## config.mk

```make
export PLATFORM = sky130hd
export DESIGN_NAME = round_robin_task_scheduler
export DESIGN_NICKNAME = d
export VERILOG_FILES = /design/src/rtl/rrts_pkg.sv /design/src/rtl/rrts_task_ram.sv /design/src/rtl/round_robin_task_scheduler.sv
export SDC_FILE = /design/constraint.sdc
export NUM_CORES = 1
export LEC_CHECK = 0
export BUFFER_PORTS_ARGS = -buffer_cell sky130_fd_sc_hd__buf_2
export CORE_ASPECT_RATIO = 0.7
export CORE_UTILIZATION = 47
export CTS_BUF_LIST = sky130_fd_sc_hd__clkbuf_8
export CTS_CLUSTER_DIAMETER = 60
export DETAILED_ROUTE_END_ITERATION = 6
export PLACE_DENSITY = 0.61
export SLEW_MARGIN = 20
export SYNTH_ARGS = -nofsm -noshare
export SYNTH_HDL_FRONTEND = slang
export SYNTH_SLANG_ARGS = --single-unit
```

## constraint.sdc

```tcl
create_clock -name clk -period 5.85 [get_ports clk]
set_clock_uncertainty 0.05 [all_clocks]
set_input_delay 0.2925 -clock clk [delete_from_list [all_inputs] [get_ports clk]]
set_output_delay 0.2925 -clock clk [all_outputs]
set_load 0.05 [all_outputs]
```

## src/rtl/rrts_pkg.sv

```systemverilog
// Shared types and constants of the round-robin task scheduler.
package rrts_pkg;

  localparam int MAX_TASKS = 16;
  localparam int ID_W      = 4;
  localparam int CNT_W     = 5;

  localparam logic [2:0] OP_CREATE    = 3'd0;
  localparam logic [2:0] OP_SCHEDULE  = 3'd1;
  localparam logic [2:0] OP_BLOCK     = 3'd2;
  localparam logic [2:0] OP_WAKE      = 3'd3;
  localparam logic [2:0] OP_TERMINATE = 3'd4;

  typedef enum logic [1:0] {
    TS_READY      = 2'd0,
    TS_RUNNING    = 2'd1,
    TS_BLOCKED    = 2'd2,
    TS_TERMINATED = 2'd3
  } task_st_t;

  // One access to the task table: one write and one read per cycle.
  typedef struct packed {
    logic            we;
    logic [ID_W-1:0] waddr;
    task_st_t        wdata;
    logic [ID_W-1:0] raddr;
  } mem_req_t;

endpackage

```

## src/rtl/rrts_task_ram.sv

```systemverilog
// Task state table: synchronous memory with slot 0 reading as running until written.
module rrts_task_ram (
  input  logic              clk,
  input  logic              rst_n,
  input  rrts_pkg::mem_req_t req,
  output rrts_pkg::task_st_t rd_data
);
  import rrts_pkg::*;

  task_st_t mem [MAX_TASKS];
  task_st_t rd_raw_r;
  logic     rd_ovr_r;
  logic     s0_wr_r;

  // Storage: one write port, one registered read port
  always_ff @(posedge clk) begin
    if (req.we) begin
      mem[req.waddr] <= req.wdata;
    end
    rd_raw_r <= mem[req.raddr];
  end

  // Slot 0 holds running after reset until its first write
  always_ff @(posedge clk) begin
    if (!rst_n) begin
      s0_wr_r  <= 1'b0;
      rd_ovr_r <= 1'b0;
    end else begin
      s0_wr_r  <= s0_wr_r | (req.we && (req.waddr == '0));
      rd_ovr_r <= !s0_wr_r && (req.raddr == '0);
    end
  end

  assign rd_data = rd_ovr_r ? TS_RUNNING : rd_raw_r;

endmodule

```

## src/rtl/round_robin_task_scheduler.sv

```systemverilog
// Top level of the round-robin task scheduler: sequencer around the task table.
//
//  channel  direction  handshake            payload
//  in_      input      in_valid / in_ready    in_operation, in_wake_task
//  out_     output     out_valid / out_ready  out_current_task, out_switched,
//                                             out_new_task, out_table_full, out_halted
//
// Create, wake and ignored items pass to the done state without a table scan.
// Schedule, block and terminate scan the table one entry a cycle through the
// memory read port, stopping at the first ready task.
// Reset is synchronous; only task 0 exists and runs; no clearing pass is needed.
// A waiting result does not block the next input transfer; a second finished
// result waits in the sequencer until the output register frees.
module round_robin_task_scheduler (
  input  logic                      clk,
  input  logic                      rst_n,
  input  logic                      in_valid,
  output logic                      in_ready,
  input  logic [2:0]                in_operation,
  input  logic [rrts_pkg::ID_W-1:0] in_wake_task,
  output logic                      out_valid,
  input  logic                      out_ready,
  output logic [rrts_pkg::ID_W-1:0] out_current_task,
  output logic                      out_switched,
  output logic [rrts_pkg::ID_W-1:0] out_new_task,
  output logic                      out_table_full,
  output logic                      out_halted
);
  import rrts_pkg::*;

  typedef enum logic [5:0] {
    S_IDLE  = 6'b000001,
    S_RDCUR = 6'b000010,
    S_SCAN  = 6'b000100,
    S_WROLD = 6'b001000,
    S_WAKE  = 6'b010000,
    S_DONE  = 6'b100000
  } fsm_t;

  fsm_t             state_r,    state_nxt;
  logic [ID_W-1:0]  running_r,  running_nxt;
  logic [CNT_W-1:0] count_r,    count_nxt;
  logic             halt_r,     halt_nxt;
  logic             term_r,     term_nxt;
  task_st_t         cur_st_r,   cur_st_nxt;
  logic [ID_W-1:0]  scan_idx_r, scan_idx_nxt;
  logic [CNT_W-1:0] left_r,     left_nxt;
  logic [ID_W-1:0]  found_r,    found_nxt;
  logic [ID_W-1:0]  wake_id_r,  wake_id_nxt;
  logic             res_sw_r,   res_sw_nxt;
  logic [ID_W-1:0]  res_new_r,  res_new_nxt;
  logic             res_full_r, res_full_nxt;

  logic             out_valid_r;
  logic [ID_W-1:0]  out_cur_r;
  logic             out_sw_r;
  logic [ID_W-1:0]  out_new_r;
  logic             out_full_r;
  logic             out_halt_r;

  mem_req_t         req;
  task_st_t         rd_data;
  logic             scan_start;
  logic             out_load;
  logic [ID_W-1:0]  next_idx;

  // Downward step through created ids, wrapping from 0 to the highest one
  function automatic logic [ID_W-1:0] wrap_dec(input logic [ID_W-1:0] idx,
                                               input logic [CNT_W-1:0] cnt);
    logic [CNT_W-1:0] cm1;
    cm1 = cnt - CNT_W'(1);
    return (idx == '0) ? cm1[ID_W-1:0] : idx - ID_W'(1);
  endfunction

  rrts_task_ram u_ram (
    .clk     (clk),
    .rst_n   (rst_n),
    .req     (req),
    .rd_data (rd_data)
  );

  assign in_ready = (state_r == S_IDLE);
  assign out_load = (state_r == S_DONE) && (!out_valid_r || out_ready);

  // Sequencer
  always_comb begin
    state_nxt    = state_r;
    running_nxt  = running_r;
    count_nxt    = count_r;
    halt_nxt     = halt_r;
    term_nxt     = term_r;
    cur_st_nxt   = cur_st_r;
    scan_idx_nxt = scan_idx_r;
    left_nxt     = left_r;
    found_nxt    = found_r;
    wake_id_nxt  = wake_id_r;
    res_sw_nxt   = res_sw_r;
    res_new_nxt  = res_new_r;
    res_full_nxt = res_full_r;
    req.we       = 1'b0;
    req.waddr    = running_r;
    req.wdata    = TS_READY;
    req.raddr    = running_r;
    scan_start   = 1'b0;
    next_idx     = wrap_dec(running_r, count_r);

    case (state_r)
      S_IDLE: begin
        if (in_valid) begin
          wake_id_nxt  = in_wake_task;
          res_sw_nxt   = 1'b0;
          res_new_nxt  = '0;
          res_full_nxt = 1'b0;
          if (halt_r) begin
            state_nxt = S_DONE;
          end else begin
            case (in_operation)
              OP_CREATE: begin
                if (count_r >= CNT_W'(MAX_TASKS)) begin
                  res_full_nxt = 1'b1;
                end else begin
                  req.we      = 1'b1;
                  req.waddr   = count_r[ID_W-1:0];
                  req.wdata   = TS_READY;
                  count_nxt   = count_r + CNT_W'(1);
                  res_new_nxt = count_r[ID_W-1:0];
                end
                state_nxt = S_DONE;
              end
              OP_SCHEDULE: begin
                req.raddr = running_r;
                state_nxt = S_RDCUR;
              end
              OP_BLOCK: begin
                req.we     = 1'b1;
                req.waddr  = running_r;
                req.wdata  = TS_BLOCKED;
                cur_st_nxt = TS_BLOCKED;
                term_nxt   = 1'b0;
                scan_start = 1'b1;
              end
              OP_WAKE: begin
                if ({1'b0, in_wake_task} < count_r) begin
                  req.raddr = in_wake_task;
                  state_nxt = S_WAKE;
                end else begin
                  state_nxt = S_DONE;
                end
              end
              OP_TERMINATE: begin
                req.we     = 1'b1;
                req.waddr  = running_r;
                req.wdata  = TS_TERMINATED;
                cur_st_nxt = TS_TERMINATED;
                term_nxt   = 1'b1;
                scan_start = 1'b1;
              end
              default: begin
                state_nxt = S_DONE;
              end
            endcase
          end
        end
      end

      S_RDCUR: begin
        cur_st_nxt = rd_data;
        term_nxt   = 1'b0;
        scan_start = 1'b1;
      end

      // rd_data is the state of scan_idx_r, read last cycle
      S_SCAN: begin
        if (rd_data == TS_READY) begin
          req.we     = 1'b1;
          req.waddr  = scan_idx_r;
          req.wdata  = TS_RUNNING;
          res_sw_nxt = 1'b1;
          if (cur_st_r == TS_RUNNING) begin
            found_nxt = scan_idx_r;
            state_nxt = S_WROLD;
          end else begin
            running_nxt = scan_idx_r;
            state_nxt   = S_DONE;
          end
        end else if (left_r != '0) begin
          next_idx     = wrap_dec(scan_idx_r, count_r);
          req.raddr    = next_idx;
          scan_idx_nxt = next_idx;
          left_nxt     = left_r - CNT_W'(1);
        end else begin
          if (term_r) begin
            halt_nxt = 1'b1;
          end
          state_nxt = S_DONE;
        end
      end

      // Old task goes back to ready
      S_WROLD: begin
        req.we      = 1'b1;
        req.waddr   = running_r;
        req.wdata   = TS_READY;
        running_nxt = found_r;
        state_nxt   = S_DONE;
      end

      S_WAKE: begin
        if (rd_data == TS_BLOCKED) begin
          req.we    = 1'b1;
          req.waddr = wake_id_r;
          req.wdata = TS_READY;
        end
        state_nxt = S_DONE;
      end

      S_DONE: begin
        if (out_load) begin
          state_nxt = S_IDLE;
        end
      end

      default: begin
        state_nxt = S_IDLE;
      end
    endcase

    // Start of a scan: first read issued now, remaining ones counted down
    if (scan_start) begin
      if (count_r <= CNT_W'(1)) begin
        if (term_nxt) begin
          halt_nxt = 1'b1;
        end
        state_nxt = S_DONE;
      end else begin
        req.raddr    = next_idx;
        scan_idx_nxt = next_idx;
        left_nxt     = count_r - CNT_W'(2);
        state_nxt    = S_SCAN;
      end
    end
  end

  // Control state
  always_ff @(posedge clk) begin
    if (!rst_n) begin
      state_r   <= S_IDLE;
      running_r <= '0;
      count_r   <= CNT_W'(1);
      halt_r    <= 1'b0;
    end else begin
      state_r   <= state_nxt;
      running_r <= running_nxt;
      count_r   <= count_nxt;
      halt_r    <= halt_nxt;
    end
  end

  // Working registers of one item
  always_ff @(posedge clk) begin
    term_r     <= term_nxt;
    cur_st_r   <= cur_st_nxt;
    scan_idx_r <= scan_idx_nxt;
    left_r     <= left_nxt;
    found_r    <= found_nxt;
    wake_id_r  <= wake_id_nxt;
    res_sw_r   <= res_sw_nxt;
    res_new_r  <= res_new_nxt;
    res_full_r <= res_full_nxt;
  end

  // Output register
  always_ff @(posedge clk) begin
    if (!rst_n) begin
      out_valid_r <= 1'b0;
    end else if (out_load) begin
      out_valid_r <= 1'b1;
    end else if (out_ready) begin
      out_valid_r <= 1'b0;
    end
  end

  always_ff @(posedge clk) begin
    if (out_load) begin
      out_cur_r  <= running_r;
      out_sw_r   <= res_sw_r;
      out_new_r  <= res_new_r;
      out_full_r <= res_full_r;
      out_halt_r <= halt_r;
    end
  end

  assign out_valid        = out_valid_r;
  assign out_current_task = out_cur_r;
  assign out_switched     = out_sw_r;
  assign out_new_task     = out_new_r;
  assign out_table_full   = out_full_r;
  assign out_halted       = out_halt_r;

endmodule

```

After elaboration in Yosys (flattened, before gate mapping)

Memory sizes are Yosys's and may differ from the RTL's. A register that Yosys moved wholly into a read port is not among the register bits.
Cells that the tools add are included.

Bits in registers: 56
Latch bits: 0
RAM bits: 32
Bits in read-only memories: 0
Input bits: 11
Output and inout port bits: 13
Logic and storage cells: 156
Memories kept: 1

$add $sub $neg: 6
Multipliers: 0
Divide/modulo/power cells: 0
$lt $le $gt $ge: 3
Equal/unequal tests: 22
Shift operators: 0
Muxes and demuxes: 71
Bitwise logic cells: 4
Reductions and logical operators: 28

Memories:

| memory    | words | bits a word | read ports | clocked after memory_dff | write ports | RTL line            | source |
|---|---|---|---|---|---|---|---|
| u_ram.mem | 16    | 2           | 1          | 1                        | 1           | rrts_task_ram.sv:10 | `task_st_t mem [MAX_TASKS];` |

Operators with widths:

| kind                                                               | number |
|---|---|
| 4-bit two-way mux                                                  | 18 |
| 6-bit two-way mux                                                  | 9 |
| 6-bit one-hot mux with 5 select lines                              | 1 |
| 7-bit one-hot mux with 4 select lines                              | 1 |
| 5-bit two-way mux                                                  | 5 |
| 11-bit two-way mux                                                 | 2 |
| 7-bit two-way mux                                                  | 3 |
| 7-bit one-hot mux with 3 select lines                              | 1 |
| 1-bit two-way mux                                                  | 19 |
| 6-bit one-hot mux with 3 select lines                              | 1 |
| 4-bit zero test                                                    | 4 |
| 4-bit one-hot mux with 2 select lines                              | 2 |
| 4-bit by 1-bit subtractor with 4-bit output, second input constant | 3 |
| 2-bit inequality test, second input constant                       | 5 |
| 5-bit AND reduction                                                | 2 |
| 3-bit AND reduction                                                | 3 |
| 1-bit one-hot mux with 2 select lines                              | 4 |
| 2-bit one-hot mux with 2 select lines                              | 2 |
| 2-bit nonzero test                                                 | 4 |
| 3-bit by 2-bit == test with 1-bit output, second input constant    | 2 |
| 6-bit by 1-bit == test with 1-bit output, second input constant    | 1 |
| 6-bit by 2-bit == test with 1-bit output, second input constant    | 1 |
| 6-bit by 3-bit == test with 1-bit output, second input constant    | 1 |
| 6-bit by 4-bit == test with 1-bit output, second input constant    | 1 |
| other kinds (30)                                                   | 39 |

Longest topological paths before layout

Depth in word-level cells: 10
Depth in mapped cells: 13

By module

A second synthesis with hierarchy kept.

Cells, all modules: 389
Area total of the unflattened synthesis: 4421.7 sq um

Modules (own cells, without submodules):

| module                     | instances | cells each | area an instance (sq um) | sequential area each (sq um) |
|---|---|---|---|---|
| round_robin_task_scheduler | 1         | 299        | 2936.6                   | 1351.3 |
| rrts_task_ram              | 1         | 90         | 1485.2                   | 1041.0 |

Worst setup path after synthesis

No wires, ideal clock.

Kind: register to register
From: register count_r[2]
To: register u_ram.rd_raw_r[0], read port of u_ram.mem
Arrival time: 2.909 ns
Data required time: 5.653 ns
Path slack: 2.744 ns
Stages on the path, launching flop included: 13
Buffers on the path: 2
Cell sequence: dfxtp_1 -> clkbuf_1 -> inv_1 -> ha_1 -> a21oi_1 -> o21ai_1 -> a21o_1 -> or4_1 -> a32oi_1 -> buf_6 -> mux2_4 -> a2111oi_2 -> a211oi_2

Word-level cells in the longest chain between the ends: 8

RTL lines:

| item                                          | RTL line                          | source |
|---|---|---|
| from (decl)                                   | round_robin_task_scheduler.sv:42  | `logic [CNT_W-1:0] count_r, count_nxt;` |
| from (signal assigned)                        | round_robin_task_scheduler.sv:254 | `count_r <= count_nxt;` |
| 4-bit by 5-bit < comparator with 1-bit output | round_robin_task_scheduler.sv:143 | `if ({1'b0, in_wake_task} < count_r) begin` |
| 4-bit two-way mux                             | round_robin_task_scheduler.sv:143 |  |
| 4-bit two-way mux                             | round_robin_task_scheduler.sv:117 | `case (in_operation)` |
| 11-bit two-way mux                            | round_robin_task_scheduler.sv:114 | `if (halt_r) begin` |
| 11-bit two-way mux                            | round_robin_task_scheduler.sv:109 | `if (in_valid) begin` |
| 4-bit one-hot mux with 2 select lines         | round_robin_task_scheduler.sv:107 | `case (state_r)` |
| 4-bit two-way mux                             | round_robin_task_scheduler.sv:230 | `if (count_r <= CNT_W'(1)) begin` |
| 4-bit two-way mux (*)                         | round_robin_task_scheduler.sv:229 | `if (scan_start) begin` |
| to (decl)                                     | rrts_task_ram.sv:11               | `task_st_t rd_raw_r;` |

Mark *: on every way between the ends. The rest lies on a longest branch, timed or not.
A chain may end at the register's enable or synchronous reset.

Worst setup path in the final report

From: register count_r[1]
To: register u_ram.rd_raw_r[0], read port of u_ram.mem

Same word-level chain as after synthesis.

==> run metrics <==
status=finished, final reports clean; fraction of layout cells with a size suffix above 1=11.9%; Final setup viols=0; Distinct cells, synth=66; Final Hold Vio Count=0; post-synthesis net count=approximately 440; initial antenna violation count=0; largest net degree at the start of global routing=20; Clock Path Buffers=2; worst skew pair latency=370 ps; Detailed Place HPWL=7960 µm; Worst R2R Path Depth=11; Clk pin slew, worst setup/hold paths=around 90 ps; antenna diode count=0; startpoint types=flip-flop; share of the synthesized area in the top cell type=about two fifths; CTS tree=yes; type of the worst min-delay path=primary input to flip-flop; peak per-stage delay on the critical path=around 560 ps; Initial DRC Count=262; Leakage=~2.0 nW; CP cell instances=inv_1 -> ha_1 -> a21boi_1 -> o21ai_1 -> o21ai_2 -> a211o_1 -> a21oi_2 -> inv_1 -> mux2i_1 -> mux2i_1 -> a211oi_2; total power=1.51 mW; CP arrival=between 3000 and 4000 ps; DR vias=between 3000 and 4000; Cell Area, Synth=4560 µm²; max-cap violations=0; Detailed Routing Iterations Pass 1=5; P&R area growth vs syn=8.63%; core area=9250 µm²; actual slew at the worst max-slew pin=between 700 and 800 ps; R2R Setup Slk=approximately 2300 ps; min cycle time layout=around 3600 ps; post-route ant nets=0; die width=approximately 120 µm; Yosys top cell by area=edfxtp_1; main area contributors after synthesis=edfxtp_1 39%, dfxtp_1 14%, mux2i_1 8.6%, ha_1 3.6%, nor2_1 3.5%; final cycle utilization of the critical path=between 60% and 70%; FF-to-FF Start=count_r[1]; gr usage total=roughly 22%; I/O pins=24; area of the multi-input gates=2030 µm²; Hold Crit Depth=1; routed metal-1 wirelength=5600 µm; Crit Path Max Fanout=19; Hold Crit Start=in_wake_task[1]; first-pass GRT wire length=16500 µm; FF-to-FF End=u_ram.rd_raw_r[0]; Setup Buffers After CTS=0; post-CTS sizing=0; Die Ht=between 80 and 90 µm; PD cells=304 nW/µm²; Seq/Total Area, Yosys=a little over half; vias in the first global route=3000; Initial Util=between 40% and 50%; CTS hold repair buffers=0; clock sink total=90; Site Rows=29; CTS root buf=clkbuf_8; clock buffer count from CTS=9; Fill cells=839; Critical Path Slowest Stage Cell=a21oi_2; Seq cells post-synth=90; setup_tns=0 ps; Highest Clock Rate=about 280 MHz; WL met2=4090 µm; met3 routed wirelength=between 800 and 900 µm; worst IR drop on VDD=roughly 0.21 mV; YS warnings=0; relative slew slack=between 40% and 50%; RePlAce Congestion=slightly below 0.9; CP required=roughly 6100 ps; RSZ-0062 raised after global routing=no; DR vias/cell=~5.6; DR WL/cell=about 19 µm; commonest cells after routing, fill and taps aside=59 x edfxtp_1, 43 x nor2_1, 39 x mux2i_1; crit path kind=flip-flop to flip-flop; Clock H-tree levels=3; crit end category=flip-flop; asr flop ratio synth=0%; most common cell after layout, fill and taps aside=edfxtp_1; hold path endpoint=wake_id_r[1]; fin nets=approximately 460; synthesized instance count=roughly 410; FF+latch area=2390 µm²; buffers added on ports=23; Slew Viols, Final=0; Post-synth EDFFs=59; die area=around 10000 µm²; grt total ovfl=0; max layer used=met4; # DRC=0; Post-Route WL=around 11000 µm; main flop type after synthesis=edfxtp_1; Syn Area/Cell=around 11 µm²
==> stage by stage <==
step	worst slack, ps	hold slack [ps]	cells	area (µm²)	util (%)
after detailed placement	1930	356	552	4790	51.8
after floorplan	2740	341	413	4560	-
final	2270	98.7	568	4960	53.6
after global placement	2130	354	552	4790	51.8
after global routing	2020	77.5	568	4960	53.6
after CTS	1880	81.9	568	4950	53.5
==> where the power goes <==
group / switching, mW / internal, mW / total (mW)
sequential: 0.0671 / 0.745 / 0.812
clock: 0.218 / 0.150 / 0.368
combinational: 0.197 / 0.131 / 0.328
total: 0.482 / 1.03 / 1.51
==> state kept, by name (all words and copies together) (netlist names), 2 cells and up <==
name and count:
count_r 5, cur_st_r 2, found_r 4, left_r 5, out_current_task 4, out_new_task 4, res_new_r 4, running_r 4
scan_idx_r 4, state_r 6, u_ram.mem 32, u_ram.rd_raw_r 2, wake_id_r 4
==> kinds of logic after synthesis <==
group / synth area share (%)
mux: 9.13
xor+xnor: 1.92
fa+ha+maj: 3.56
compound gates: 12.8
simple gates: 17.0
buf+inv: 3.15
flops: 52.4
==> synthesized netlist by cell type, drive strengths merged (7+ instances only) <==
master and count:
dfxtp 31, nand2b 8, inv 21, nor2 43, nor2b 9, mux2i 39
edfxtp 59, o21ai 20, a21boi 7, a21oi 20, nor3 10, ha 13
nand3b 8, nand2 29
==> worst max-delay path by stage <==
stage | to | cells past startpoint | from
floorplan | u_ram.rd_raw_r[0] | 12 | count_r[2]
global placement | u_ram.rd_raw_r[0] | 11 | count_r[1]
detailed placement | u_ram.rd_raw_r[0] | 11 | count_r[2]
CTS | u_ram.rd_raw_r[0] | 11 | count_r[1]
global route | u_ram.rd_raw_r[0] | 11 | count_r[2]
finish | u_ram.rd_raw_r[0] | 11 | count_r[1]
==> layer usage <==
metal | vias to the layer above | global-route usage (%)
li1 | 1578 | -
met1 | 1509 | 34.8
met2 | 104 | 28.6
met3 | 13 | 7.40
met4 | 0 | 7.16
met5 | - | 0
==> layout make-up <==
| class | count | area share (%) |
|---|---|---|
| clock inverter | 7 | 0.782 |
| tap | 124 | 3.13 |
| clock buffer | 9 | 2.50 |
| sequential | 90 | 48.2 |
| inverter | 21 | 1.59 |
| multi-input combinational | 291 | 41.0 |
| timing repair buffer | 26 | 2.78 |
==> worst max-delay path: cells and delay by family, from the launching register on <==
kind            cells  cell delay, ps
buf+inv             2             430
fa+ha+maj           1             250
compound gates      6            1950
mux                 2             310
flops               1             500
No activity file was read; power rests on OpenSTA's default activity.
